<file path="src/rtl/core/ecpc_pkg.sv">
// Shared types and constants of the escape count palette colorizer.
`default_nettype none

package ecpc_pkg;

  // Item opcodes.
  localparam logic [1:0] OP_CLEAR_MAX = 2'd0;
  localparam logic [1:0] OP_SCAN      = 2'd1;
  localparam logic [1:0] OP_MAP       = 2'd2;
  localparam logic [1:0] OP_WRITE_PAL = 2'd3;

  // Configuration register indexes.
  localparam int unsigned CFG_IW = 3;
  localparam logic [CFG_IW-1:0] CFG_SET_COLOR  = 3'd0;
  localparam logic [CFG_IW-1:0] CFG_SET_EN     = 3'd1;
  localparam logic [CFG_IW-1:0] CFG_EXT_EN     = 3'd2;
  localparam logic [CFG_IW-1:0] CFG_RELATIVE   = 3'd3;
  localparam logic [CFG_IW-1:0] CFG_PAL_SIZE   = 3'd4;
  localparam logic [CFG_IW-1:0] CFG_GRAD_OFS   = 3'd5;
  localparam int unsigned CFG_DW = 32;

  // Color source codes.
  localparam logic [1:0] SRC_SET     = 2'd0;
  localparam logic [1:0] SRC_WHITE   = 2'd1;
  localparam logic [1:0] SRC_PALETTE = 2'd2;

  localparam logic [31:0] WHITE_RGBA    = 32'hFFFF_FFFF;
  localparam logic [31:0] SET_COLOR_RST = 32'h0000_00FF;
  localparam int unsigned SIZE_W        = 10;
  localparam logic [SIZE_W-1:0] PAL_SIZE_RST = 10'd300;

  // Commands from the controller to the datapath.
  typedef struct packed {
    logic load;       // latch the accepted word
    logic clr_max;    // clear the frame maximum
    logic scan;       // fold the count into the frame maximum
    logic wr_pal;     // write one palette entry
    logic mul;        // register count * size
    logic div_start;  // start the shared divider
    logic div_mod;    // 1: modulo pass, 0: scaling pass
    logic ram_rd;     // read the palette at the remainder
    logic out_load;   // load the output register
  } ctrl_cmd_t;

  // Status from the datapath to the controller.
  typedef struct packed {
    logic pal_path;   // the latched pixel takes its color from the palette
    logic relative;   // relative mode is on
    logic div_busy;   // the divider is still iterating
  } ctrl_stat_t;

endpackage

`default_nettype wire

</file>
<file path="src/rtl/core/ecpc_ctrl.sv">
// Controller state machine: input and output handshakes and sequencing of a map.
`default_nettype none

module ecpc_ctrl (
  input  wire logic                 clk_i,
  input  wire logic                 rst_ni,
  input  wire logic                 in_valid_i,
  output logic                      in_stall_o,
  input  wire logic [1:0]           opcode_i,
  output logic                      out_valid_o,
  input  wire logic                 out_stall_i,
  input  wire ecpc_pkg::ctrl_stat_t stat_i,
  output ecpc_pkg::ctrl_cmd_t       cmd_o
);

  typedef enum logic [3:0] {
    S_IDLE,
    S_CLASS,
    S_MUL,
    S_DIV_GO,
    S_DIV_WAIT,
    S_MOD_GO,
    S_MOD_WAIT,
    S_READ,
    S_DONE
  } state_e;

  state_e state_q;
  state_e state_d;
  logic   out_valid_q;
  logic   accept;
  logic   out_free;

  assign in_stall_o  = state_q != S_IDLE;
  assign accept      = in_valid_i && !in_stall_o;
  assign out_free    = !out_valid_q || !out_stall_i;
  assign out_valid_o = out_valid_q;

  always_comb begin
    state_d = state_q;
    cmd_o   = '0;
    unique case (state_q)
      S_IDLE: begin
        cmd_o.load    = accept;
        cmd_o.clr_max = accept && (opcode_i == ecpc_pkg::OP_CLEAR_MAX);
        cmd_o.scan    = accept && (opcode_i == ecpc_pkg::OP_SCAN);
        cmd_o.wr_pal  = accept && (opcode_i == ecpc_pkg::OP_WRITE_PAL);
        if (accept && (opcode_i == ecpc_pkg::OP_MAP)) begin
          state_d = S_CLASS;
        end
      end
      S_CLASS: begin
        if (!stat_i.pal_path) begin
          state_d = S_DONE;
        end else if (stat_i.relative) begin
          state_d = S_MUL;
        end else begin
          state_d = S_MOD_GO;
        end
      end
      S_MUL: begin
        cmd_o.mul = 1'b1;
        state_d   = S_DIV_GO;
      end
      S_DIV_GO: begin
        cmd_o.div_start = 1'b1;
        state_d         = S_DIV_WAIT;
      end
      S_DIV_WAIT: begin
        if (!stat_i.div_busy) begin
          state_d = S_MOD_GO;
        end
      end
      S_MOD_GO: begin
        cmd_o.div_start = 1'b1;
        cmd_o.div_mod   = 1'b1;
        state_d         = S_MOD_WAIT;
      end
      S_MOD_WAIT: begin
        cmd_o.div_mod = 1'b1;
        if (!stat_i.div_busy) begin
          state_d = S_READ;
        end
      end
      S_READ: begin
        cmd_o.ram_rd = 1'b1;
        state_d      = S_DONE;
      end
      S_DONE: begin
        if (out_free) begin
          cmd_o.out_load = 1'b1;
          state_d        = S_IDLE;
        end
      end
      default: state_d = S_IDLE;
    endcase
  end

  always_ff @(posedge clk_i or negedge rst_ni) begin
    if (!rst_ni) begin
      state_q     <= S_IDLE;
      out_valid_q <= 1'b0;
    end else begin
      state_q <= state_d;
      if (cmd_o.out_load) begin
        out_valid_q <= 1'b1;
      end else if (!out_stall_i) begin
        out_valid_q <= 1'b0;
      end
    end
  end

  // A result never overwrites one that is still waiting.
  a_no_overwrite: assert property (@(posedge clk_i) disable iff (!rst_ni)
    cmd_o.out_load |-> (!out_valid_q || !out_stall_i))
    else $error("output register loaded while a stalled word waits");

  // Words other than a map finish in the cycle they are taken.
  a_single_cycle_ops: assert property (@(posedge clk_i) disable iff (!rst_ni)
    (accept && (opcode_i != ecpc_pkg::OP_MAP)) |=> (state_q == S_IDLE))
    else $error("non-map word left the controller busy");

  // A map always starts sequencing in the following cycle.
  a_map_starts: assert property (@(posedge clk_i) disable iff (!rst_ni)
    (accept && (opcode_i == ecpc_pkg::OP_MAP)) |=> (state_q == S_CLASS))
    else $error("map word did not start sequencing");

  // The palette is only read once the modulo pass has finished.
  a_read_after_div: assert property (@(posedge clk_i) disable iff (!rst_ni)
    cmd_o.ram_rd |-> !stat_i.div_busy)
    else $error("palette read while the divider is busy");

endmodule

`default_nettype wire

</file>
<file path="config.mk">
export PLATFORM = sky130hd
export DESIGN_NAME = ecpc_ctrl
export DESIGN_NICKNAME = d
export VERILOG_FILES = /design/src/rtl/core/ecpc_pkg.sv /design/src/rtl/core/ecpc_ctrl.sv
export SDC_FILE = /design/constraint.sdc
export NUM_CORES = 1
export LEC_CHECK = 0
export BUFFER_PORTS_ARGS = -buffer_cell sky130_fd_sc_hd__clkbuf_2
export CAP_MARGIN = 0
export CORE_AREA = 5 5 42 44
export DETAILED_ROUTE_END_ITERATION = 16
export DIE_AREA = 0 0 47 49
export PLACE_DENSITY_LB_ADDON = 0.12
export SLEW_MARGIN = 25
export SYNTH_ARGS = -nofsm -noshare
export SYNTH_HDL_FRONTEND = slang
export SYNTH_SLANG_ARGS = --single-unit
</file>
<file path="constraint.sdc">
create_clock -name clk_i -period 2.5 [get_ports clk_i]
set_input_delay 0 -clock clk_i [delete_from_list [all_inputs] [get_ports clk_i]]
set_output_delay 0 -clock clk_i [all_outputs]
set_load 0.02 [all_outputs]
</file>
==> insert_results.sql <==
INSERT INTO impl_metrics (metric_group, metric, value, unit) VALUES
('sta', 'number_of_failing_setup_endpoints_in_the_final_timing_report', '0', ''),
('sta', 'max_slew_margin', '75.1', '%'),
('worst_setup_path', 'path_delay_family', 'simple AND/OR/NAND/NOR gates', ''),
('worst_hold_path', 'holdCritStartpoint', 'out_stall_i', ''),
('flow_run', 'maxCapViolations', '0', ''),
('power', 'total_power', '589', 'uW'),
('finish', 'layout-drive-gt1-share', '36.4', '%'),
('synth', 'post_synthesis_instance_area', '357', 'um2'),
('detailed_routing', 'routed_wl', '845', 'um'),
('detailed_routing', 'drt-pass1-iter-count', '3', ''),
('sta', 'timing.final.crit_period', '1670', 'ps'),
('detailed_routing', 'wl_cell', '10.3', 'um'),
('sta', 'max_freq', '0.601', 'GHz'),
('worst_hold_path', 'min_path_type', 'input port to flip-flop', ''),
('synth', 'yosys-mux-area-fraction', '0', '%'),
('floorplanning', 'floorplan.die.height', '49', 'um'),
('worst_setup_path', 'r2r-start', 'state_q[2]', ''),
('floorplanning', 'die_w', '47', 'um'),
('worst_setup_path', 'combined_buffer_and_inverter_count_along_the_critical_path', '1', ''),
('worst_setup_path', 'ff2ff_path_depth', '2', ''),
('placed_design', 'buffer_ports.inserted', '19', ''),
('global_route', 'global_route.overflow_total', '0', ''),
('clocking', 'clock_sinks', '5', ''),
('clocking', 'tritoncts', 'done', ''),
('worst_hold_path', 'holdPathStages', '3', ''),
('synth', 'compound_cell_area_share_of_the_yosys_netlist', '18.2', '%'),
('sta', 'clock_skew', '2.32', 'ps'),
('synth', 'seq_cells_post_synth', '5', ''),
('worst_setup_path', 'worst_ep_arrival_time', '1670', 'ps'),
('sta', 'hold_viol_final', '0', ''),
('worst_setup_path', 'worst_case_register_to_register_setup_slack', '1160', 'ps'),
('status', 'run_status', 'completed', ''),
('synth', 'synth_sequential_area_ratio', '35.1', '%'),
('floorplanning', 'floorplan.core_area', '0.00140', 'mm2'),
('placed_design', 'globalplace.congestion', '0.669', ''),
('clocking', 'clk-insertion-delay-late', '240', 'ps'),
('sta', 'fin_setup_tns', '0', 'ps'),
('global_route', 'grt_pass1_vias', '362', ''),
('worst_setup_path', 'r2r-end', 'state_q[3]', ''),
('worst_setup_path', 'cp_slowest_cell', 'dfrtp_1', ''),
('power', 'power.density_cell_area', '1190', 'mW/mm2'),
('worst_setup_path', 'critPathMaxFanout', '12', ''),
('synth', 'syn-num-nets', '54', ''),
('sta', 'worst_slew_pin_slew', '373', 'ps'),
('detailed_routing', 'num_vias', '379', ''),
('global_route', 'groute.usage.overall', '9.05', '%'),
('floorplanning', 'io_pins', '20', ''),
('worst_setup_path', 'critical_path.endpoint_type', 'output port', ''),
('sta', 'fin_crit_sh', '66.6', '%'),
('clocking', 'clockBufferDepth', '2', ''),
('finish', 'finish.net_count', '76', ''),
('finish', 'fin_area', '494', 'um2'),
('finish', 'areaGrowthSynthToFinish', '38.6', '%'),
('sta', 'final-max-slew-violation-count', '0', ''),
('worst_setup_path', 'timing.critical_path.slowest_cell_delay', '500', 'ps'),
('detailed_routing', 'avgViaCountPerCell', '4.62', ''),
('floorplanning', 'placementRows', '14', ''),
('worst_setup_path', 'cells_traversed_along_the_worst_timing_path', 'nor4_2 -> nand2_1 -> nor3b_1 -> clkbuf_2', ''),
('global_route', 'grt_start_max_net_pins', '13', ''),
('power', 'ir_worst_vdd', '0.391', 'mV'),
('power', 'cellLeakagePower', '0.247', 'nW'),
('worst_setup_path', 'worstSetupStartpointType', 'flip-flop', ''),
('worst_hold_path', 'timing.hold.worst_endpoint', 'out_valid_o', ''),
('synth', 'synthesis.area_per_instance', '7.92', 'um2'),
('global_route', 'grt_antenna_before_repair', '0', ''),
('clocking', 'clk_transition_reported_paths', '40', 'ps'),
('global_route', 'grt_first_pass_wirelength', '1.48', 'mm'),
('clocking', 'cts-htree-levels', '1', ''),
('detailed_routing', 'drcViolationCount', '0', ''),
('synth', 'synth_simple_gate_area_share', '34.7', '%'),
('synth', 'synthDistinctLibCells', '22', '');
## report_power, final
group / switching (mW) / internal (mW) / leakage [nW]
combinational: 0.162 / 0.136 / 0.168
sequential: 0.0860 / 0.114 / 0.0642
clock: 0.0307 / 0.0602 / 0.0150
## state kept, by name (all words and copies together) (netlist names)
signal and count:
out_valid_o 1, state_q 4
## worst reg2reg max path, cell delays in order, from the launching register on
cell	delay [ps]
dfrtp_1	500
or4b_4	600
o22ai_1	160
## final cells by class
type	count	area [um2]
Clock buffer	4	26.3
Tap cell	16	20.0
Multi-Input combinational cell	34	206
Timing Repair Buffer	20	105
Inverter	3	11.3
Sequential cell	5	125
Fill cell	161	907
## logic make-up (layout without fill, tap and decap cells)
kind of cell           count (synthesis)  count (layout)
buffers and inverters                  6              27
flip-flops                             5               5
AO/OA/AOI/OAI                         11              11
XOR/XNOR                               2               2
AND/OR/NAND/NOR                       21              21
## routing by layer
layer | track usage [%] | vias to the layer above | share of wire (%)
met3 | 1.11 | 4 | 9.2
li1 | - | 195 | -
met1 | 11.4 | 162 | 41
met5 | 0 | - | 0
met4 | 9.68 | 0 | 4.3
met2 | 12.0 | 18 | 46
## how the worst max path moves through the flow
stage / from / to / slack (ps) / cells past startpoint
after floorplan: state_q[0] / cmd_o[6] / 1040 / 4
after global placement: state_q[2] / cmd_o[6] / 1090 / 4
after detailed placement: state_q[2] / cmd_o[6] / 1070 / 4
after CTS: state_q[2] / cmd_o[6] / 800 / 4
after global routing: state_q[2] / cmd_o[6] / 620 / 4
final: state_q[2] / cmd_o[6] / 830 / 4
## stage by stage
| stage | hold WS [ps] | utilization, % | std cells | setup WS (ps) |
|---|---|---|---|---|
| 4_1_cts | 5.06 | 35.3 | 82 | 800 |
| 3_5_place_dp | -179 | 32.7 | 77 | 1070 |
| 5_1_grt | 19.9 | 35.3 | 82 | 617 |
| 3_3_place_gp | -176 | 32.7 | 77 | 1090 |
| 2_1_floorplan | -296 | - | 45 | 1040 |
| 6_report | 10.6 | 35.3 | 82 | 835 |
## synthesized netlist by cell type
library cell | instances | share of area (%)
nand2b_1 | 3 | 5.3
nand3_1 | 1 | 1.4
o21ai_0 | 2 | 2.8
inv_1 | 3 | 3.2
o21a_1 | 1 | 2.1
buf_2 | 2 | 2.8
or4b_4 | 1 | 3.9
a21oi_1 | 3 | 4.2
nor4_2 | 1 | 3.5
a21boi_1 | 1 | 2.1
dfrtp_1 | 5 | 35
nand2_1 | 6 | 6.3
nor2_1 | 3 | 3.2
nor3b_1 | 2 | 4.2
xnor2_1 | 2 | 4.9
a21o_1 | 1 | 2.1
and4b_1 | 1 | 2.8
buf_1 | 1 | 1.1
a31oi_1 | 1 | 1.8
o21ai_1 | 1 | 1.4
nor3_1 | 3 | 4.2
o22ai_1 | 1 | 1.8
## placed cells by master (no fill, tap or decap)
cell           netlist  routed
o21ai_1              1       1
a21o_1               1       1
clkbuf_4             0       3
o22ai_1              1       1
and4b_1              1       1
nor2_1               3       3
o21ai_0              2       2
nand2_1              6       6
nand2b_1             3       3
a31oi_1              1       1
inv_1                3       3
nor3_1               3       3
dlygate4sd3_1        0       1
a21oi_1              3       3
nor3b_1              2       2
nor4_2               1       1
dfrtp_1              5       5
a21boi_1             1       1
nand3_1              1       1
or4b_4               1       1
xnor2_1              2       2
clkbuf_2             0      19
clkbuf_1             0       1
o21a_1               1       1
## timing repair
item                                   4_1_cts  5_1_grt
hold buffers                                 1        0
setup endpoints to repair                    0        0
resized for setup                            0        0
endpoints found under the hold margin        5        0
No activity file was read; power rests on OpenSTA's default activity.
